$ cat config.mk
export PLATFORM = sky130hd
export DESIGN_NAME = gme_ctrl
export DESIGN_NICKNAME = d
export VERILOG_FILES = /design/src/design/gme_pkg.sv /design/src/design/gme_ctrl.sv
export SDC_FILE = /design/constraint.sdc
export NUM_CORES = 1
export LEC_CHECK = 0
export BUFFER_PORTS_ARGS = -buffer_cell sky130_fd_sc_hd__buf_2
export CORE_MARGIN = 4
export CORE_UTILIZATION = 28
export DETAILED_ROUTE_END_ITERATION = 12
export HOLD_SLACK_MARGIN = 0.02
export PLACE_DENSITY = 0.4
export SLEW_MARGIN = 20
export SYNTH_ARGS = -nofsm -noshare
export SYNTH_HDL_FRONTEND = slang
export SYNTH_SLANG_ARGS = --single-unit
export TNS_END_PERCENT = 50
$ cat constraint.sdc
create_clock -name clk_i -period 4.7 [get_ports clk_i]
set_input_delay 0.94 -clock clk_i [delete_from_list [all_inputs] [get_ports clk_i]]
set_output_delay 0.94 -clock clk_i [all_outputs]
set_load 0.01 [all_outputs]
$ cat src/design/gme_pkg.sv
`default_nettype none
package gme_pkg;

  // config register indexes
  typedef enum logic [1:0] {
    REG_KERNEL = 2'd0,
    REG_MODE   = 2'd1,
    REG_WIDTH  = 2'd2,
    REG_HEIGHT = 2'd3
  } cfg_reg_e;

  localparam int unsigned KS_W      = 4;
  localparam int unsigned DIM_W     = 11;
  localparam int unsigned CFG_W     = 11;
  localparam int unsigned EDGE_W    = 3;
  localparam int unsigned PIX_W_MAX = 16;

  localparam logic [KS_W-1:0]  KS_RST     = 4'd3;
  localparam logic [DIM_W-1:0] WIDTH_RST  = 11'd640;
  localparam logic [DIM_W-1:0] HEIGHT_RST = 11'd480;

  // per-item control travelling down the pipe
  typedef struct packed {
    logic valid;
    logic has_out;
    logic eof;
    logic err;
    logic erode;
  } ctl_t;

  // max for dilation, min for erosion
  function automatic logic [PIX_W_MAX-1:0] pick(input logic [PIX_W_MAX-1:0] a,
                                                input logic [PIX_W_MAX-1:0] b,
                                                input logic erode);
    if (erode) begin
      return (b < a) ? b : a;
    end else begin
      return (b > a) ? b : a;
    end
  endfunction

endpackage
`default_nettype wire

$ cat src/design/gme_ctrl.sv
`default_nettype none
module gme_ctrl #(
  parameter int MAX_WIDTH  = 1024,
  parameter int MAX_HEIGHT = 1024,
  parameter int MAX_KERNEL = 15,
  parameter int PIXEL_BITS = 8
) (
  input  wire                            clk_i,
  input  wire                            rst_ni,
  input  wire                            en_i,
  input  wire                            in_valid_i,
  input  wire [PIXEL_BITS-1:0]           pixel_i,
  input  wire                            flush_i,
  input  wire [gme_pkg::KS_W-1:0]        ks_i,
  input  wire                            erode_i,
  input  wire [gme_pkg::DIM_W-1:0]       width_i,
  input  wire [gme_pkg::DIM_W-1:0]       height_i,
  output gme_pkg::ctl_t                  ctl_o,
  output logic [PIXEL_BITS-1:0]          pix_o,
  output logic [$clog2(MAX_WIDTH)-1:0]   col_o,
  output logic [2*((MAX_KERNEL-1)/2):0]  vmask_o,
  output logic [2*((MAX_KERNEL-1)/2):0]  hmask_o
);
  import gme_pkg::*;

  localparam int EM  = (MAX_KERNEL - 1) / 2;
  localparam int NT  = 2 * EM + 1;
  localparam int CW  = $clog2(MAX_WIDTH);
  localparam int RW  = $clog2(MAX_HEIGHT + MAX_KERNEL + 1);
  localparam int ORW = $clog2(MAX_HEIGHT);
  localparam int WW  = $clog2(MAX_WIDTH + 1);
  localparam int HW  = $clog2(MAX_HEIGHT + 1);
  localparam int TW  = $clog2(MAX_WIDTH * MAX_HEIGHT + MAX_KERNEL * MAX_WIDTH + 1);

  logic [CW-1:0]  in_col_q, in_col_d;
  logic [RW-1:0]  in_row_q, in_row_d;
  logic [CW-1:0]  out_col_q, out_col_d;
  logic [ORW-1:0] out_row_q, out_row_d;
  logic [TW-1:0]  t_q, t_d;

  logic [WW-1:0]     w;
  logic [HW-1:0]     h;
  logic [EDGE_W-1:0] edge_w;
  logic [TW-1:0]     lag;
  logic              in_img, proc, has_out, last_out;
  logic [NT-1:0]     vm, hm;

  always_comb begin
    if (width_i == '0) begin
      w = WW'(1);
    end else if (32'(width_i) > 32'(MAX_WIDTH)) begin
      w = WW'(MAX_WIDTH);
    end else begin
      w = WW'(width_i);
    end
    if (height_i == '0) begin
      h = HW'(1);
    end else if (32'(height_i) > 32'(MAX_HEIGHT)) begin
      h = HW'(MAX_HEIGHT);
    end else begin
      h = HW'(height_i);
    end
    if (int'(ks_i[KS_W-1:1]) > EM) begin
      edge_w = EDGE_W'(EM);
    end else begin
      edge_w = ks_i[KS_W-1:1];
    end
    lag      = TW'(int'(edge_w) * int'(w) + int'(edge_w));
    in_img   = int'(in_row_q) < int'(h);
    proc     = in_valid_i && en_i && !(flush_i && in_img);
    has_out  = t_q >= lag;
    last_out = has_out && (int'(out_row_q) == int'(h) - 1) &&
               (int'(out_col_q) == int'(w) - 1);
    for (int j = 0; j < NT; j++) begin
      vm[j] = (j <= 2 * int'(edge_w)) && (j <= int'(in_row_q)) &&
              (int'(in_row_q) < int'(h) + j);
      hm[j] = (j <= 2 * int'(edge_w)) && (j <= int'(out_col_q) + int'(edge_w)) &&
              (int'(out_col_q) + int'(edge_w) < int'(w) + j);
    end
  end

  always_comb begin
    in_col_d  = in_col_q;
    in_row_d  = in_row_q;
    out_col_d = out_col_q;
    out_row_d = out_row_q;
    t_d       = t_q;
    if (proc) begin
      if (last_out) begin
        in_col_d  = '0;
        in_row_d  = '0;
        out_col_d = '0;
        out_row_d = '0;
        t_d       = '0;
      end else begin
        t_d = t_q + TW'(1);
        if (int'(in_col_q) + 1 >= int'(w)) begin
          in_col_d = '0;
          in_row_d = in_row_q + RW'(1);
        end else begin
          in_col_d = in_col_q + CW'(1);
        end
        if (has_out) begin
          if (int'(out_col_q) + 1 >= int'(w)) begin
            out_col_d = '0;
            out_row_d = out_row_q + ORW'(1);
          end else begin
            out_col_d = out_col_q + CW'(1);
          end
        end
      end
    end
  end

  always_ff @(posedge clk_i or negedge rst_ni) begin
    if (!rst_ni) begin
      in_col_q  <= '0;
      in_row_q  <= '0;
      out_col_q <= '0;
      out_row_q <= '0;
      t_q       <= '0;
      ctl_o     <= '0;
    end else begin
      in_col_q  <= in_col_d;
      in_row_q  <= in_row_d;
      out_col_q <= out_col_d;
      out_row_q <= out_row_d;
      t_q       <= t_d;
      if (en_i) begin
        ctl_o.valid   <= proc;
        ctl_o.has_out <= has_out;
        ctl_o.eof     <= last_out;
        ctl_o.err     <= ~ks_i[0];
        ctl_o.erode   <= erode_i;
      end
    end
  end

  always_ff @(posedge clk_i) begin
    if (en_i) begin
      pix_o   <= pixel_i;
      col_o   <= in_col_q;
      vmask_o <= vm;
      hmask_o <= hm;
    end
  end

endmodule
`default_nettype wire

==> results of run 1 <==
[layer usage]
layer	track usage, %	up-vias	wire, µm	part of all wire [%]
li1	-	8144	-	-
met5	0	-	0	0
met1	27.7	8025	32200	47
met3	2.14	78	2280	3.3
met2	34.7	353	32700	48
met4	5.13	0	1330	1.9
[timing repair]
action,CTS,global route
setup buffers,6,3
hold endpoints to repair,0,0
cloned,3,0
gates resized for setup,59,33
setup endpoints to repair,64,64
pin swaps,53,23
[cells by family after synthesis]
group / share of synthesized area, %
buffers and inverters: 4.15
AO/OA/AOI/OAI: 18.1
multiplexers: 0.549
adder cells (fa/ha/maj): 27.5
XOR/XNOR: 12.6
AND/OR/NAND/NOR: 19.4
flip-flops: 17.8
[flip-flops by register name, summed over array words and instances (netlist names)]
register / count
ctl_o: 5
in_col_q: 10
out_col_q: 10
col_o: 10
hmask_o: 15
pix_o: 8
t_q: 21
out_row_q: 10
in_row_q: 11
vmask_o: 15
[cell usage after synthesis (56+ instances only)]
cell type	n	area [µm²]
o21ai_0	88	440
nand2_1	174	653
inv_1	88	330
a21o_1	56	420
xnor2_1	210	1840
dfrtp_1	67	1680
clkbuf_1	57	214
ha_1	367	4590
a21oi_1	156	781
nand3_1	83	415
nor2_1	167	627
[stage by stage]
stage          hold WS, ns  cell area (µm²)  util (%)  setup TNS [ns]
4_1_cts              0.514            21300      34.3          -78.69
3_3_place_gp         0.488            20400      33.0         -125.81
6_report             0.510            21400      34.6          -79.55
5_1_grt              0.535            21400      34.6          -95.36
3_5_place_dp         0.494            20400      33.0         -129.27
2_1_floorplan        0.493            17700         -          -96.14
[final timing paths]
check                                  start            to  depth (start not counted)  slack (ns)
max in group asynchronous             rst_ni       t_q[16]                          1        3.46
worst max register to register  out_col_q[3]  out_row_q[9]                         16        0.77
worst min register to register      ctl_o[0]      ctl_o[0]                          1        0.51
worst min-delay path                ctl_o[0]      ctl_o[0]                          1        0.51
worst max-delay path              width_i[3]  out_row_q[2]                         28       -1.33
min in group asynchronous             rst_ni      ctl_o[1]                          1        0.60
[critical path, stage by stage]
cell      delay (ns)
buf_8           0.10
nor4_4          0.31
a31oi_2         0.15
nor2_2          0.17
nand2_2         0.07
fa_1            0.49
inv_2           0.04
fa_1            0.45
buf_4           0.15
fa_2            0.33
a21o_1          0.18
a21oi_2         0.16
o21bai_1        0.10
a21oi_2         0.17
o21ai_2         0.08
a21oi_2         0.14
nor2b_2         0.07
nor2_1          0.11
xor2_1          0.17
ha_1            0.27
o21ai_2         0.14
o22ai_2         0.10
or4_4           0.44
a21oi_4         0.24
nor4b_4         0.10
and2_4          0.22
or4_1           0.40
o211ai_1        0.09
[cells in the final DEF (no fill, tap or decap), types with 12 or more instances in the layout]
cell type | Yosys | routed
a211oi_1 | 21 | 19
clkbuf_16 | 0 | 17
nand3_1 | 83 | 80
nor3_1 | 48 | 45
a21oi_1 | 156 | 148
nor2b_1 | 47 | 41
o21ai_0 | 88 | 72
inv_1 | 88 | 87
xnor2_1 | 210 | 209
buf_2 | 12 | 88
o21a_1 | 26 | 26
nand2b_1 | 16 | 14
o2111ai_1 | 13 | 12
buf_6 | 2 | 14
nor2_1 | 167 | 158
and2_1 | 27 | 27
a21o_1 | 56 | 56
edfxtp_1 | 48 | 48
buf_4 | 1 | 196
ha_1 | 367 | 367
nand4_1 | 40 | 40
xor2_1 | 42 | 42
dfrtp_1 | 67 | 67
nand2_1 | 174 | 172
and3_1 | 27 | 25
[final cells by class]
type | count | area [µm²]
Fill cell | 6525 | 40500
Clock inverter | 14 | 148
Tap cell | 837 | 1050
Timing Repair Buffer | 306 | 2210
Multi-Input combinational cell | 1821 | 14100
Sequential cell | 115 | 3120
Inverter | 100 | 375
Clock buffer | 18 | 429
[power by group through the flow]
stage	Sequential [mW]	Clock [mW]	Combinational [mW]
global placement	1.35	0	2.75
floorplan	1.34	0	1.70
global route	1.36	1.44	3.16
detailed placement	1.35	0	2.78
finish	1.33	1.34	2.85
CTS	1.34	1.39	2.82
==> flow_summary.toml, run 1 <==
[sta]
period_share_pct = 128
tightest_slew_ns = 0.959
max_slew_margin_pct = 36.1
period_needed_ns = 6.03
setup_viol = 64
setup_slack_ns = -1.33
fin_worst_skew_ns = 0.0112
fmax_ghz = 0.166
final_max_slew_viol_count = 0
hold_viol = 0
rsz0062_at_grt = "yes"

[flow_run]
maxCapViolCount = 0

[clock_network]
hold_buffers = 0
cts_tree = "yes"
cts_buffers = 17
clk_path_buf_depth = 2
insertion_delay_ns = 0.47
cts_max_level = 4
clk_pin_slew_ns = 0.07
cts.sinks = 115
root_buffer = "clkbuf_16"

[place]
portBuffers = 92
dpl_worst_slack_ns = -2.18
gp_congestion = 0.883
dp.cells = 3167
dp.final_hpwl_mm = 53.0

[worst_hold_path]
holdCritPathClass = "flop to flop"

[critical_path]
start_kind = "primary input"
end_kind = "flop"
critical_path_peak_fanout = 6
cp_data_arrival_time_ns = 6.41
critical_path_required_ns = 5.08
path_class = "primary input to flop"

[power]
internal_power_mw = 3.15
clockPowerShare_pct = 24.3
peakVddDrop_v = 0.000298
p_per_area_nw_per_um2 = 257
fin_total_pwr_mw = 5.52
comb_power_share_pct = 51.6
p_switching_mw = 2.37
p_sw_share_pct = 42.9
p_leak_nw = 9.92
power.share.sequential_pct = 24.1

[synthesis]
synth_edf_count = 48
synth_fp_nets = 2538
yosys_warnings = 0
synth_area_um2 = 17600
synth-async-reset-ratio_pct = 58.3
synth_cell_types = 81
synth-seq-area-share_pct = 17.8
syn_area_per_cell_um2 = 8.28
synth_flop_cell = "dfrtp_1"
syn_inst = 2119
synth-seq-cells = 115

[status]
violations = "setup timing"
status = "complete, but fails checks"

[grt]
gr-total-overflow = 0
grtUsageTotal_pct = 20.4
grt_first_pass_wirelength_mm = 105
grt_max_degree = 68
grt_pass1_vias = 17000
grt_antenna_before_repair = 1

[floorplan]
start_util_pct = 28.3
rows = 91
pin_count = 93
die_area_um2 = 66800
die_w_um = 258
core_area_um2 = 61900
die_h_um = 258

[routing]
drc = 0
firstDrtPassIters = 5
vias_per_cell = 5.17
drt_wl_total_mm = 68.5
antenna_left = 0
drt_iter0_drc = 1091
vias = 16600
wire_per_inst_um = 21.3

[final_layout]
drive_gt1_share_pct = 18.7
nNetsFinal = 2780
syn_to_final_growth_pct = 22.1
antenna_cells = 0
stdcell_count = 3211
Power figures use the tool's default switching activity.
==> inputs of run 2 (changes only) <==
CELL_PAD_IN_SITES_DETAIL_PLACEMENT = 1   (was unset)
CELL_PAD_IN_SITES_GLOBAL_PLACEMENT = 1   (was unset)
CORE_UTILIZATION = 49   (was 28)
PLACE_DENSITY = 0.8   (was 0.4)
==> run 2 against run 1 <==
Sequential share of layout area grew 0.49 points. First-iteration DRC count grew 29%. Combinational power is essentially flat. Largest power group unchanged. Critical path type unchanged. Total power grew 0.32%. Non-clock buffer count shrank 24. Sequential power is essentially flat. The run still ends with setup timing left. Register-to-register slack lost 0.37 ns. Core utilization grew 24 points.
==> flow_summary.toml, run 2 (same netlist as run 1, synthesis figures left out) <==
[clock_network]
cts.sinks = 115
clk_path_buf_depth = 2
root_buffer = "clkbuf_16"
insertion_delay_ns = 0.46
cts_max_level = 4
cts_buffers = 17
clk_pin_slew_ns = 0.06
cts_tree = "yes"

[routing]
antenna_left = 0
drt_wl_total_mm = 70.4
drt_iter0_drc = 1409
wire_per_inst_um = 25.0
firstDrtPassIters = 5
drc = 0
vias = 18000
vias_per_cell = 6.40

[critical_path]
slowest_delay_ns = 0.54
cp_data_arrival_time_ns = 6.56
reg2reg_slack_ns = 0.40
critical_path_required_ns = 5.05
start_kind = "primary input"
path_class = "primary input to flop"
critical_path_peak_fanout = 7
end_kind = "flop"
slowest_stage = "or4_4"

[final_layout]
nNetsFinal = 2758
fin_area_um2 = 20700
final_util_pct = 58.5
antenna_cells = 0
stdcell_count = 2813
final_cell_mix = "367 x ha_1, 210 x xnor2_1, 174 x buf_4, 172 x nand2_1, 152 x nor2_1"
regMostFlops = "t_q"
largest_reg_flops = 21
top_regs = "t_q (21), hmask_o (15), vmask_o (15)"
syn_to_final_growth_pct = 18.1
final_common_cell = "ha_1"
drive_gt1_share_pct = 17.7

[sta]
fmax_ghz = 0.161
fin_worst_skew_ns = 0.0170
period_share_pct = 132
final_max_slew_viol_count = 0
setup_slack_ns = -1.51
setup_viol = 64
period_needed_ns = 6.21
max_slew_margin_pct = 22.4
whs_ns = 0.506
rsz0062_at_grt = "yes"
tightest_slew_ns = 1.15
hold_viol = 0

[grt]
grt_pass1_vias = 19300
grt_antenna_before_repair = 1
grtUsageTotal_pct = 35.1
gr-total-overflow = 0
grt_max_degree = 43
grt_first_pass_wirelength_mm = 108

[status]
violations = "setup timing"
status = "complete, but fails checks"

[power]
peakVddDrop_v = 0.000301
comb_power_share_pct = 51.6
p_sw_share_pct = 44.0
power.share.sequential_pct = 24.6
p_switching_mw = 2.44
p_leak_nw = 9.77
fin_total_pwr_mw = 5.54
internal_power_mw = 3.10
clockPowerShare_pct = 23.8
p_per_area_nw_per_um2 = 267

[place]
dp.final_hpwl_mm = 52.5
portBuffers = 92
gp_congestion = 0.972
place_area_um2 = 19700
dp.cells = 2763

[floorplan]
die_w_um = 197
die_h_um = 197
start_util_pct = 49.5
rows = 69
pin_count = 93
core_area_um2 = 35500
die_area_um2 = 38900

[worst_hold_path]
holdCritPathClass = "flop to flop"

[flow_run]
maxCapViolCount = 0
## run 2: critical path: cells and delay by family
| family | cells | cell delay (ns) |
|---|---|---|
| AND/OR/NAND/NOR | 9 | 2.14 |
| AO/OA/AOI/OAI | 9 | 1.53 |
| XOR/XNOR | 1 | 0.21 |
| adder cells (fa/ha/maj) | 4 | 1.59 |
| buffers and inverters | 2 | 0.16 |
## run 2: path summary, 6_finish.rpt
kind,startpoint,endpoint,depth (start not counted)
max,width_i[4],out_row_q[2],25
min,ctl_o[0],ctl_o[0],1
max reg2reg,out_col_q[4],out_row_q[2],16
min reg2reg,ctl_o[0],ctl_o[0],1
max in group asynchronous,rst_ni,in_col_q[2],2
min in group asynchronous,rst_ni,in_row_q[1],1
## run 2: power by group through the flow
stage	clock, mW	combinational (mW)	sequential [mW]
floorplan	0	1.70	1.34
global placement	0	2.59	1.36
detailed placement	0	2.74	1.37
CTS	1.32	2.78	1.35
global route	1.37	3.09	1.38
finish	1.32	2.86	1.36
## run 2: routing by layer
metal / GRT usage (%) / share of wire, % / up-vias
met4: 17.1 / 5.1 / 2
met2: 57.1 / 46 / 792
met1: 44.3 / 41 / 8859
met3: 7.73 / 7.9 / 245
met5: 0 / 0.0099 / -
li1: - / - / 8094
## run 2: through the flow
| step | setup WS [ns] | setup TNS (ns) |
|---|---|---|
| 2_1_floorplan | -1.71 | -96.14 |
| 3_3_place_gp | -1.93 | -114.37 |
| 6_report | -1.51 | -86.99 |
| 5_1_grt | -1.77 | -103.18 |
| 3_5_place_dp | -2.22 | -130.50 |
| 4_1_cts | -1.46 | -85.64 |
## run 2: what timing repair did
item                                    CTS  global route
endpoints found under the setup margin   64            64
hold buffers                              0             0
pin swaps                                33            17
setup buffers                            10             3
gates resized for setup                  42            47
gates cloned                              2             3
## run 2: cell type report
cell class | count | area [µm²]
fill | 4256 | 14700
clock inverter | 15 | 131
multi-input combinational | 1823 | 14100
clock buffer | 17 | 425
timing repair buffer | 282 | 1990
inverter | 100 | 375
sequential | 115 | 3120
tap | 461 | 577
