File: config.mk
export PLATFORM = sky130hd
export DESIGN_NAME = gme_horz
export DESIGN_NICKNAME = d
export VERILOG_FILES = /design/src/design/gme_pkg.sv /design/src/design/gme_horz.sv
export SDC_FILE = /design/constraint.sdc
export NUM_CORES = 1
export LEC_CHECK = 0
export ABC_AREA = 1
export BUFFER_PORTS_ARGS = -buffer_cell sky130_fd_sc_hd__buf_2
export CORE_MARGIN = 2
export CORE_UTILIZATION = 58
export DETAILED_ROUTE_END_ITERATION = 6
export PLACE_DENSITY = 0.74
export SYNTH_ARGS = -nofsm -noshare
export SYNTH_HDL_FRONTEND = slang
export SYNTH_SLANG_ARGS = --single-unit
File: constraint.sdc
create_clock -name clk_i -period 16.7 [get_ports clk_i]
set_clock_uncertainty 0.1 [all_clocks]
set_input_delay 1.67 -clock clk_i [delete_from_list [all_inputs] [get_ports clk_i]]
set_output_delay 1.67 -clock clk_i [all_outputs]
set_load 0.02 [all_outputs]
File: src/design/gme_pkg.sv
`default_nettype none
package gme_pkg;

  // config register indexes
  typedef enum logic [1:0] {
    REG_KERNEL = 2'd0,
    REG_MODE   = 2'd1,
    REG_WIDTH  = 2'd2,
    REG_HEIGHT = 2'd3
  } cfg_reg_e;

  localparam int unsigned KS_W      = 4;
  localparam int unsigned DIM_W     = 11;
  localparam int unsigned CFG_W     = 11;
  localparam int unsigned EDGE_W    = 3;
  localparam int unsigned PIX_W_MAX = 16;

  localparam logic [KS_W-1:0]  KS_RST     = 4'd3;
  localparam logic [DIM_W-1:0] WIDTH_RST  = 11'd640;
  localparam logic [DIM_W-1:0] HEIGHT_RST = 11'd480;

  // per-item control travelling down the pipe
  typedef struct packed {
    logic valid;
    logic has_out;
    logic eof;
    logic err;
    logic erode;
  } ctl_t;

  // max for dilation, min for erosion
  function automatic logic [PIX_W_MAX-1:0] pick(input logic [PIX_W_MAX-1:0] a,
                                                input logic [PIX_W_MAX-1:0] b,
                                                input logic erode);
    if (erode) begin
      return (b < a) ? b : a;
    end else begin
      return (b > a) ? b : a;
    end
  endfunction

endpackage
`default_nettype wire

File: src/design/gme_horz.sv
`default_nettype none
module gme_horz #(
  parameter int MAX_KERNEL = 15,
  parameter int PIXEL_BITS = 8
) (
  input  wire                            clk_i,
  input  wire                            rst_ni,
  input  wire                            en_i,
  input  gme_pkg::ctl_t                  ctl_i,
  input  wire [PIXEL_BITS-1:0]           v_i,
  input  wire [2*((MAX_KERNEL-1)/2):0]   hmask_i,
  output logic                           out_valid_o,
  output logic [PIXEL_BITS-1:0]          out_pix_o,
  output logic                           out_eof_o,
  output logic                           out_err_o
);
  import gme_pkg::*;

  localparam int EM = (MAX_KERNEL - 1) / 2;
  localparam int NT = 2 * EM + 1;
  localparam int NG = (NT + 3) / 4;
  localparam int PB = PIXEL_BITS;

  // column results of earlier items, newest first
  logic [PB-1:0] hline_q [NT-1];
  logic [PB-1:0] taps [NT];
  logic [PB-1:0] grp_d [NG];
  logic [PB-1:0] grp5_q [NG];
  logic [PB-1:0] fin;
  logic [PB-1:0] ident4, ident5;
  ctl_t          ctl5_q;

  always_comb begin
    logic [PIX_W_MAX-1:0] acc;
    ident4  = ctl_i.erode ? '1 : '0;
    taps[0] = v_i;
    for (int k = 1; k < NT; k++) begin
      taps[k] = hline_q[k-1];
    end
    for (int g = 0; g < NG; g++) begin
      acc = PIX_W_MAX'(ident4);
      for (int i = 0; i < 4; i++) begin
        if (4 * g + i < NT) begin
          if (hmask_i[4*g+i]) begin
            acc = pick(acc, PIX_W_MAX'(taps[4*g+i]), ctl_i.erode);
          end
        end
      end
      grp_d[g] = acc[PB-1:0];
    end
  end

  always_comb begin
    logic [PIX_W_MAX-1:0] acc;
    ident5 = ctl5_q.erode ? '1 : '0;
    acc    = PIX_W_MAX'(ident5);
    for (int g = 0; g < NG; g++) begin
      acc = pick(acc, PIX_W_MAX'(grp5_q[g]), ctl5_q.erode);
    end
    fin = acc[PB-1:0];
  end

  always_ff @(posedge clk_i or negedge rst_ni) begin
    if (!rst_ni) begin
      ctl5_q      <= '0;
      out_valid_o <= 1'b0;
    end else if (en_i) begin
      ctl5_q      <= ctl_i;
      out_valid_o <= ctl5_q.valid && ctl5_q.has_out;
    end
  end

  always_ff @(posedge clk_i) begin
    if (en_i) begin
      if (ctl_i.valid) begin
        hline_q[0] <= v_i;
        for (int k = 1; k < NT - 1; k++) begin
          hline_q[k] <= hline_q[k-1];
        end
      end
      grp5_q    <= grp_d;
      out_pix_o <= ctl5_q.err ? '0 : fin;
      out_eof_o <= ctl5_q.eof;
      out_err_o <= ctl5_q.err;
    end
  end

endmodule
`default_nettype wire

==> results of run 1 <==
stage by stage:
| stage | instance area, µm² | total power, W | utilization, % | cells | setup WS, ns |
|---|---|---|---|---|---|
| floorplan | 11200 | 0.000900 | - | 1250 | 9.09 |
| global placement | 11600 | 0.000984 | 61.7 | 1528 | 7.61 |
| detailed placement | 11600 | 0.00100 | 61.7 | 1528 | 7.56 |
| CTS | 12200 | 0.00140 | 64.8 | 1558 | 7.96 |
| global route | 12200 | 0.00149 | 64.8 | 1558 | 7.24 |
| finish | 12200 | 0.00139 | 64.8 | 1558 | 7.92 |
worst max path at each step:
| stage | end | slack (ns) | depth (start not counted) |
|---|---|---|---|
| after global routing | grp5_q[20] | 7.24 | 38 |
| after CTS | grp5_q[21] | 7.96 | 38 |
| final | grp5_q[21] | 7.92 | 38 |
| after floorplan | grp5_q[20] | 9.09 | 38 |
| after global placement | grp5_q[21] | 7.61 | 38 |
| after detailed placement | grp5_q[21] | 7.56 | 38 |
placed cells by master, fill, tap and decap left out, types with 4 or more instances in the layout:
cell type,n
clkinv_4,5
nor3_1,6
nand2_2,18
inv_2,8
o21ai_0,48
inv_1,139
nand4_1,26
a31oi_1,4
dfrtp_1,6
nor2_1,48
nand2_1,292
o21ai_1,32
o21ai_2,20
a21boi_0,5
ha_1,152
edfxtp_1,154
and2_1,7
a21oi_1,108
clkbuf_16,17
o21a_1,8
nand3_1,77
nand3_2,4
or2_2,15
buf_2,41
or2_1,7
nand3b_1,9
flip-flops by register name (all words and copies together) (netlist names):
name and cells:
grp5_q 32, out_eof_o 1, ctl5_q 5, out_valid_o 1, out_pix_o 8, out_err_o 1, hline_q 112
critical path, delay by kind of cell:
family | cells | cell delay (ns)
simple gates | 17 | 2.88
fa+ha+maj | 4 | 1.25
compound gates | 12 | 2.09
buf+inv | 5 | 0.89
cell type report:
| class | count | area (µm²) | share of cell area (%) |
|---|---|---|---|
| clock inverters | 13 | 165 | 1.35 |
| multi-input cells | 915 | 5720 | 46.9 |
| repair buffers | 44 | 228 | 1.87 |
| clock buffers | 17 | 425 | 3.49 |
| flip-flops and latches | 160 | 4770 | 39.1 |
| inverters | 149 | 564 | 4.62 |
| well taps | 260 | 325 | 2.67 |
power groups by stage:
stage | Combinational [W] | Sequential (W) | Clock [W]
after floorplan | 0.000391 | 0.000509 | 0
after global placement | 0.000474 | 0.000510 | 0
after detailed placement | 0.000490 | 0.000510 | 0
after CTS | 0.000494 | 0.000502 | 0.000400
after global routing | 0.000572 | 0.000505 | 0.000416
final | 0.000495 | 0.000502 | 0.000394
layer usage:
metal	track usage, %	part of all wire, %	wire length (µm)	up-vias
met5	0	0	0	-
met4	6.15	1.2	282	0
met3	3.72	3.5	822	24
met2	40.7	49	11300	184
met1	32.0	46	10700	3973
li1	-	-	-	4433
cell families after synthesis:
logic type | count (synthesis) | share of synthesized area (%)
AOI/OAI and AO/OA | 245 | 13.1
DFF | 160 | 42.6
and+or+nand+nor | 515 | 20.7
buffers and inverters | 175 | 6.32
muxes | 3 | 0.301
adders and majority gates | 152 | 17.0
==> results.tsv, run 1 <==
stage	metric	value	unit
synthesis	async_flop_share	3.75	%
sta	holdWs	0.349	ns
global_routing	grt_pass1_wl	38.9	mm
worst_setup_path	cp.required	16.78	ns
pwr	ir_drop	0.0874	mV
synthesis	synth_edf_count	154	
synthesis	synthCells	1250	
worst_setup_path	cp_slowest_cell	ha_1	
synthesis	ys_ff_latch	160	
worst_setup_path	end_kind	register	
sta	tns	0	ns
floorplan	die_area	0.0204	mm²
hold_path	min_path_cells	0	
worst_setup_path	worstRegToRegCells	37	
sta	max_slew.worst_pin.slew	1.15	ns
clocking	holdBufCountCts	0	
layout	diodes	0	
synthesis	synthTopCellsByArea	edfxtp_1, ha_1, nand2_1	
clocking	cts_root_buffer	clkbuf_16	
pwr	clkPwrFrac	28.3	%
floorplan	die_w	143	µm
layout	fillerInstances	1551	
hold_path	holdPathEnd	hline_q[1][16]	
worst_setup_path	slowest_delay	0.42	ns
hold_path	hp-class	reg -> reg	
synthesis	ys_seq_area_share	42.6	%
drt	remaining_drc_errors	0	
worst_setup_path	r2r_setup_slack	8.73	ns
floorplan	io_pins	42	
clocking	htree_levels	4	
synthesis	synth_area	0.0112	mm²
worst_setup_path	cp-start-kind	input pin	
placed_design	routabilityCongestion	0.860	
global_routing	grt_overflow_total	0	
drt	first_pass_iters	5	
synthesis	synth_top_area_share	41.3	%
synthesis	ys_types	47	
clocking	clock-sinks	160	
synthesis	synth_flop_cell	edfxtp_1	
worst_setup_path	timing.rr.end	out_pix_o[6]	
worst_setup_path	r2r-start	ctl5_q[0]	
floorplan	die_h	143	µm
clocking	cts_buffers	17	
drt	wire_per_inst	14.9	µm
synthesis	synth_most_common_cell	nand2_1	
worst_setup_path	cp-startpoint	ctl_i[0]	
sta	fmax	114	MHz
synthesis	syn_nets	1433	
sta	drv_slew	0	
worst_setup_path	path_max_fanout	45	
worst_setup_path	crit_path_frequent_cell	nand2_1	
pwr	p_sw	0.000499	W
clocking	worst_skew_pair.late_latency	0.43	ns
clocking	cts_resized	0	
global_routing	grt_max_degree	76	
synthesis	synth_area_leader_cell	edfxtp_1	
sta	relSlewSlack	22.2	%
sta	finalSetupViolations	0	
floorplan	initial_core_util	59.5	%
clocking	cts_buffer_depth	2	
drt	wirelength	23.2	mm
job	cap_viol_max_count	0	
sta	layout_min_cycle_time	8.78	ns
drt	vias	8614	
global_routing	antenna_found_initial	0	
sta	hold_viol_final	0	
worst_setup_path	arrival	8.86	ns
clocking	cts_tree	built	
placed_design	numPortBuffers	41	
drt	routed_via_density	5.53	
clocking	cts_setup_buffers	0	
synthesis	synthTopCellsByCount	nand2_1, edfxtp_1, ha_1, inv_1, a21oi_1	
outcome	status	completed	
pwr	power_frac_comb	35.6	%
synthesis	yosysWarnings	0	
layout	fin_nets	1470	
global_routing	grt_pass1_vias	8084	
layout	area_growth_syn_to_layout	8.92	%
hold_path	hp-start	hline_q[1][8]	
sta	rsz0062_at_grt	no	
layout	layout-drive-gt1-share	12.6	%
pwr	swShare	35.9	%
synthesis	avgSynthCellArea	8.96	µm²
placed_design	hpwl	17.0	mm
sta	finalCritPeriodShare	52.6	%
floorplan	core	0.0188	mm²
worst_setup_path	critPathKind	in -> reg	
clocking	clkTransAtPathRegs	0.06	ns
pwr	power_density	114	mW/mm²
drt	ant_nets	0	
pwr	pwr-share-seq	36.1	%
global_routing	grt_use_total	23.9	%
drt	first_iter_violations	478	
pwr	leakage	5.64	nW
pwr	p_int	0.000892	W
floorplan	floorplan.rows	50	
(Power assumes the default switching activity.)
==> inputs of run 2 (changes only) <==
==> constraint.sdc (replaced) <==
create_clock -name clk_i -period 8.7 [get_ports clk_i]
set_clock_uncertainty 0.1 [all_clocks]
set_input_delay 0.87 -clock clk_i [delete_from_list [all_inputs] [get_ports clk_i]]
set_output_delay 0.87 -clock clk_i [all_outputs]
set_load 0.02 [all_outputs]
==> run 2 against run 1 <==
- clock-buffer cell count unchanged
- register-to-register slack worse by 7.7 ns
- first-iteration DRC count fell by 6.7%
- power rose by 93%
- highest routed layer unchanged
==> results.tsv, run 2 (synthesis gave the netlist of run 1 again) <==
stage	metric	value	unit	change
worst_setup_path	cp-startpoint	ctl_i[0]		unchanged
global_routing	grt_use_total	23.3	%	was 23.9%
floorplan	die_h	143	µm	unchanged
worst_setup_path	path_max_fanout	45		unchanged
sta	finalSetupViolations	0		unchanged
floorplan	die_w	143	µm	unchanged
worst_setup_path	r2r-start	ctl5_q[0]		unchanged
worst_setup_path	critPathKind	in -> reg		unchanged
clocking	cts_root_buffer	clkbuf_16		unchanged
pwr	ir_drop	0.181	mV	was 0.0874 mV
layout	largestRegisters	hline_q (112), grp5_q (32), out_pix_o (8)		unchanged
layout	largest_register_ffs	112		unchanged
worst_setup_path	arrival	7.79	ns	was 8.86 ns
sta	fin_ws	0.997	ns	was 7.92 ns
worst_setup_path	r2r_setup_slack	1.08	ns	was 8.73 ns
sta	rsz0062_at_grt	no		unchanged
clocking	cts_buffer_depth	2		unchanged
drt	first_iter_violations	446		was 478
worst_setup_path	cp-start-kind	input pin		unchanged
drt	ant_nets	0		unchanged
layout	layout-drive-gt1-share	12.7	%	was 12.6%
sta	relSlewSlack	26.1	%	was 22.2%
drt	routed_via_density	5.45		was 5.53
placed_design	numPortBuffers	41		unchanged
placed_design	dp_cells	1529		was 1528
job	cap_viol_max_count	0		unchanged
drt	first_pass_iters	6		was 5
global_routing	grt_max_degree	73		was 76
worst_setup_path	cp_slowest_cell	ha_1		unchanged
global_routing	grt_pass1_wl	37.7	mm	was 38.9 mm
layout	fin_nets	1471		was 1470
drt	wire_per_inst	14.4	µm	was 14.9 µm
worst_setup_path	end_kind	register		unchanged
clocking	cts_setup_buffers	0		unchanged
sta	max_slew.worst_pin.slew	1.10	ns	was 1.15 ns
placed_design	pre_cts_ws	0.614	ns	was 7.56 ns
global_routing	grt_pass1_vias	8136		was 8084
clocking	cts_resized	0		unchanged
layout	area_growth_syn_to_layout	9.16	%	was 8.92%
hold_path	hp-class	in -> async		was reg -> reg
outcome	status	completed		unchanged
layout	postLayoutCellArea	0.0122	mm²	about the same
floorplan	initial_core_util	59.5	%	unchanged
clocking	clkTransAtPathRegs	0.06	ns	about the same
floorplan	io_pins	42		unchanged
pwr	power_density	220	mW/mm²	was 114 mW/mm²
drt	wirelength	22.5	mm	was 23.2 mm
clocking	holdBufCountCts	0		unchanged
clocking	cts_buffers	17		unchanged
sta	finalCritPeriodShare	88.5	%	
layout	diodes	0		unchanged
floorplan	floorplan.rows	50		unchanged
global_routing	antenna_found_initial	0		unchanged
worst_setup_path	timing.rr.end	out_pix_o[1]		was out_pix_o[6]
layout	fin_util	65.0	%	was 64.8%
floorplan	die_area	0.0204	mm²	unchanged
worst_setup_path	crit_path_frequent_cell	nand2_1		unchanged
worst_setup_path	slowest_delay	0.39	ns	was 0.42 ns
drt	vias	8501		was 8614
sta	tns	0	ns	unchanged
layout	top_register	hline_q		unchanged
placed_design	hpwl	16.8	mm	was 17.0 mm
sta	hold_viol_final	0		unchanged
placed_design	routabilityCongestion	0.832		was 0.860
sta	fmax	130	MHz	
clocking	cts_tree	built		unchanged
clocking	htree_levels	4		unchanged
floorplan	core	0.0188	mm²	unchanged
worst_setup_path	worstRegToRegCells	34		was 37
layout	layout.cells.non_filler	1561		was 1558
layout	mostFrequentLayoutCells	nand2_1, edfxtp_1, ha_1		unchanged
placed_design	place_area	0.0116	mm²	about the same
pwr	leakage	5.64	nW	about the same
worst_setup_path	endpoint	grp5_q[21]		unchanged
clocking	worst_skew_pair.late_latency	0.43	ns	about the same
sta	layout_min_cycle_time	7.70	ns	
global_routing	grt_overflow_total	0		unchanged
clocking	clock-sinks	160		unchanged
drt	remaining_drc_errors	0		unchanged
sta	drv_slew	0		unchanged
layout	layout.cells.most_common	nand2_1		unchanged
worst_setup_path	cp.required	8.79	ns	was 16.78 ns
-- run 2: power breakdown --
| part | internal (W) | switching (W) |
|---|---|---|
| logic | 0.000344 | 0.000604 |
| registers | 0.000920 | 0.0000393 |
| clock network | 0.000455 | 0.000322 |
| total | 0.00172 | 0.000965 |
-- run 2: area by class of cell --
type	count	area, µm²
sequential	160	4770
timing repair buffer	45	235
clock buffer	17	425
inverter	149	564
multi-input combinational	915	5720
fill	1509	6600
tap	260	325
clock inverter	15	184
-- run 2: per-layer routing --
| metal | global-route usage [%] | vias up | wire length, µm |
|---|---|---|---|
| li1 | - | 4431 | - |
| met1 | 29.7 | 3877 | 10400 |
| met2 | 40.1 | 157 | 10900 |
| met3 | 3.76 | 36 | 795 |
| met4 | 8.18 | 0 | 378 |
| met5 | 0 | - | 0 |
-- run 2: worst min-delay path by stage --
stage / to / slack (ns) / depth (start not counted)
final: ctl5_q[2] / 0.15 / 1
after global routing: ctl5_q[0] / 0.14 / 1
after CTS: ctl5_q[2] / 0.14 / 1
after detailed placement: hline_q[0][32] / 0.33 / 0
after global placement: hline_q[1][16] / 0.33 / 0
after floorplan: out_eof_o / 0.32 / 0
-- run 2: per-stage QoR --
step | hold WS [ns] | total power, W
floorplan | 0.321 | 0.00173
global placement | 0.330 | 0.00189
detailed placement | 0.332 | 0.00191
CTS | 0.142 | 0.00270
global route | 0.144 | 0.00288
finish | 0.148 | 0.00268
-- run 2: critical path: cells and delay by family --
| kind | cells | cell delay [ns] |
|---|---|---|
| AOI/OAI and AO/OA | 12 | 2.10 |
| adders and majority gates | 4 | 1.22 |
| buffers and inverters | 4 | 0.65 |
| and+or+nand+nor | 17 | 2.94 |
==> inputs of run 3 (changes only) <==
--- a/config.mk
+++ b/config.mk
@@ -5,12 +5,11 @@
 export SDC_FILE = /design/constraint.sdc
 export NUM_CORES = 1
 export LEC_CHECK = 0
-export ABC_AREA = 1
 export BUFFER_PORTS_ARGS = -buffer_cell sky130_fd_sc_hd__buf_2
-export CORE_MARGIN = 2
+export CORE_MARGIN = 3
 export CORE_UTILIZATION = 58
 export DETAILED_ROUTE_END_ITERATION = 6
-export PLACE_DENSITY = 0.74
+export PLACE_DENSITY = 0.75
 export SYNTH_ARGS = -nofsm -noshare
 export SYNTH_HDL_FRONTEND = slang
 export SYNTH_SLANG_ARGS = --single-unit
==> run 3 against run 2 <==
- design area is 2.6% lower
- maximum frequency is 7.1% lower
- register-to-register slack worse by 0.67 ns
- critical path type is now reg -> reg
==> results.tsv, run 3 <==
stage	metric	value	unit	change
synthesis	ys_seq_area_share	44.5	%	was 42.6%
drt	wirelength	23.2	mm	was 22.5 mm
worst_setup_path	cp_top_family	compound AO/OA/AOI/OAI gates		was simple AND/OR/NAND/NOR gates
layout	top_register	hline_q		unchanged
placed_design	hpwl	17.1	mm	was 16.8 mm
sta	max_slew.worst_pin.slew	1.13	ns	was 1.10 ns
sta	finalSetupViolations	0		unchanged
sta	fmax	121	MHz	was 130 MHz
clocking	htree_levels	4		unchanged
layout	fin_nets	1191		was 1471
placed_design	numPortBuffers	41		unchanged
clocking	clock-sinks	160		unchanged
clocking	cts_tree	built		unchanged
outcome	status	completed		unchanged
synthesis	avgSynthCellArea	11.3	µm²	was 8.96 µm²
global_routing	grt_pass1_vias	7489		was 8136
layout	layout.cells.most_common	edfxtp_1		was nand2_1
synthesis	synth_flop_cell	edfxtp_1		unchanged
layout	fin_util	65.8	%	was 65.0%
synthesis	synth_area	0.0107	mm²	was 0.0112 mm²
global_routing	antenna_found_initial	0		unchanged
synthesis	synth_area_leader_cell	edfxtp_1		unchanged
worst_setup_path	slowest_delay	0.51	ns	was 0.39 ns
clocking	cts_buffer_depth	2		unchanged
placed_design	dp_cells	1212		was 1529
clocking	cts_root_buffer	clkbuf_16		unchanged
floorplan	core	0.0181	mm²	was 0.0188 mm²
layout	layout.cells.non_filler	1250		was 1561
sta	finalCritPeriodShare	95.3	%	was 88.5%
floorplan	io_pins	42		unchanged
sta	drv_slew	0		unchanged
synthesis	synth_top_area_share	43.1	%	was 41.3%
clocking	cts_buffers	17		unchanged
drt	routed_via_density	6.17		was 5.45
pwr	ir_drop	0.150	mV	was 0.181 mV
synthesis	syn_nets	1132		was 1433
worst_setup_path	r2r_setup_slack	0.41	ns	was 1.08 ns
worst_setup_path	end_kind	register		unchanged
worst_setup_path	arrival	8.35	ns	was 7.79 ns
pwr	power_density	218	mW/mm²	was 220 mW/mm²
sta	relSlewSlack	24.8	%	was 26.1%
floorplan	die_h	142	µm	was 143 µm
layout	largestRegisters	hline_q (112), grp5_q (32), out_pix_o (8)		unchanged
sta	hold_viol_final	0		unchanged
drt	ant_nets	0		unchanged
floorplan	floorplan.rows	49		was 50
floorplan	initial_core_util	59.3	%	was 59.5%
global_routing	grt_pass1_wl	37.4	mm	was 37.7 mm
floorplan	die_w	142	µm	was 143 µm
placed_design	routabilityCongestion	0.879		was 0.832
worst_setup_path	cp_slowest_cell	dfrtp_2		was ha_1
layout	fillerInstances	1373		was 1509
drt	first_pass_iters	5		was 6
worst_setup_path	cp-start-kind	register		was input pin
synthesis	synthCells	949		was 1250
worst_setup_path	cp-startpoint	ctl5_q[0]		was ctl_i[0]
drt	first_iter_violations	500		was 446
synthesis	ys_ff_latch	160		unchanged
worst_setup_path	critPathKind	reg -> reg		was in -> reg
synthesis	synth_edf_count	154		unchanged
clocking	clkTransAtPathRegs	0.06	ns	about the same
drt	wire_per_inst	18.6	µm	was 14.4 µm
drt	vias	7709		was 8501
hold_path	hp-class	in -> async		unchanged
layout	layout-drive-gt1-share	15.5	%	was 12.7%
synthesis	yosysWarnings	0		unchanged
synthesis	synthTopCellsByArea	edfxtp_1, ha_1, mux2_2		was edfxtp_1, ha_1, nand2_1
pwr	leakage	5.00	nW	was 5.64 nW
drt	remaining_drc_errors	0		unchanged
synthesis	synth_most_common_cell	edfxtp_1		was nand2_1
global_routing	grt_overflow_total	0		unchanged
layout	diodes	0		unchanged
sta	layout_min_cycle_time	8.29	ns	was 7.70 ns
worst_setup_path	cp.required	8.75	ns	was 8.79 ns
layout	largest_register_ffs	112		unchanged
layout	area_growth_syn_to_layout	11.1	%	was 9.16%
worst_setup_path	crit_buf_inv	4		unchanged
clocking	worst_skew_pair.late_latency	0.42	ns	was 0.43 ns
synthesis	synthTopCellsByCount	edfxtp_1, ha_1, inv_1, nor2_1		was nand2_1, edfxtp_1, ha_1, inv_1, a21oi_1
layout	mostFrequentLayoutCells	edfxtp_1, ha_1, inv_1		was nand2_1, edfxtp_1, ha_1
worst_setup_path	path_max_fanout	24		was 45
global_routing	grt_use_total	23.1	%	was 23.3%
floorplan	die_area	0.0201	mm²	was 0.0204 mm²
synthesis	ys_types	52		was 47
sta	holdWs	0.162	ns	was 0.148 ns
synthesis	async_flop_share	3.75	%	unchanged
job	cap_viol_max_count	0		unchanged
global_routing	grt_max_degree	85		was 73
worst_setup_path	r2r-start	ctl5_q[0]		unchanged
==> run 3: logic make-up after synthesis <==
group / Yosys count / synth area share, %
adders and majority gates: 152 / 17.7
and+or+nand+nor: 227 / 10.4
muxes: 77 / 8.00
buffers and inverters: 101 / 3.65
AOI/OAI and AO/OA: 232 / 15.7
DFF: 160 / 44.5
==> run 3: area by class of cell <==
type / count / area (µm²) / share of cell area [%]
sequential: 160 / 4780 / 40.1
clock buffer: 20 / 437 / 3.67
clock inverter: 12 / 166 / 1.40
inverter: 79 / 300 / 2.52
multi-input combinational: 688 / 5580 / 46.8
timing repair buffer: 62 / 363 / 3.05
tap: 229 / 287 / 2.41
==> run 3: final timing paths <==
path / end / depth (start not counted)
max: out_pix_o[2] / 32
min reg2reg: out_eof_o / 0
min in group clk_i: out_eof_o / 0
max in group asynchronous: ctl5_q[0] / 1
max reg2reg: out_pix_o[2] / 32
min: ctl5_q[2] / 1
==> run 3: per-layer routing <==
layer | GRT usage [%] | vias to the layer above | wire [µm]
met1 | 32.7 | 3656 | 10900
met2 | 36.7 | 238 | 10600
li1 | - | 3782 | -
met5 | 0 | - | 0
met4 | 6.82 | 0 | 418
met3 | 4.40 | 33 | 1250
==> run 3: what timing repair did <==
item / CTS / global route
endpoints found under the setup margin: 0 / 8
hold buffers: 0 / 0
gates resized for setup: 0 / 6
buffers inserted: 0 / 6
==> run 3: power breakdown <==
| group | switching [W] | internal, W |
|---|---|---|
| combinational | 0.000475 | 0.000371 |
| sequential | 0.0000479 | 0.000922 |
| clock | 0.000298 | 0.000477 |
| total | 0.000821 | 0.00177 |
==> run 3: metrics by stage <==
stage          setup slack (ns)  TNS [ns]  total power, W  cell area, µm²
2_1_floorplan             0.466         0         0.00160           10700
3_3_place_gp              0.284         0         0.00178           11200
3_5_place_dp              0.135         0         0.00180           11200
4_1_cts                  0.0629         0         0.00258           11800
5_1_grt                 -0.0401   -0.0426         0.00273           11900
6_report                  0.408         0         0.00259           11900
==> run 3: worst reg2reg max path, delay by kind of cell, from the launching register on <==
| kind | cells | cell delay (ns) |
|---|---|---|
| DFF | 1 | 0.51 |
| muxes | 5 | 1.55 |
| buffers and inverters | 4 | 0.86 |
| and+or+nand+nor | 5 | 0.53 |
| AOI/OAI and AO/OA | 14 | 3.31 |
| adders and majority gates | 4 | 1.20 |
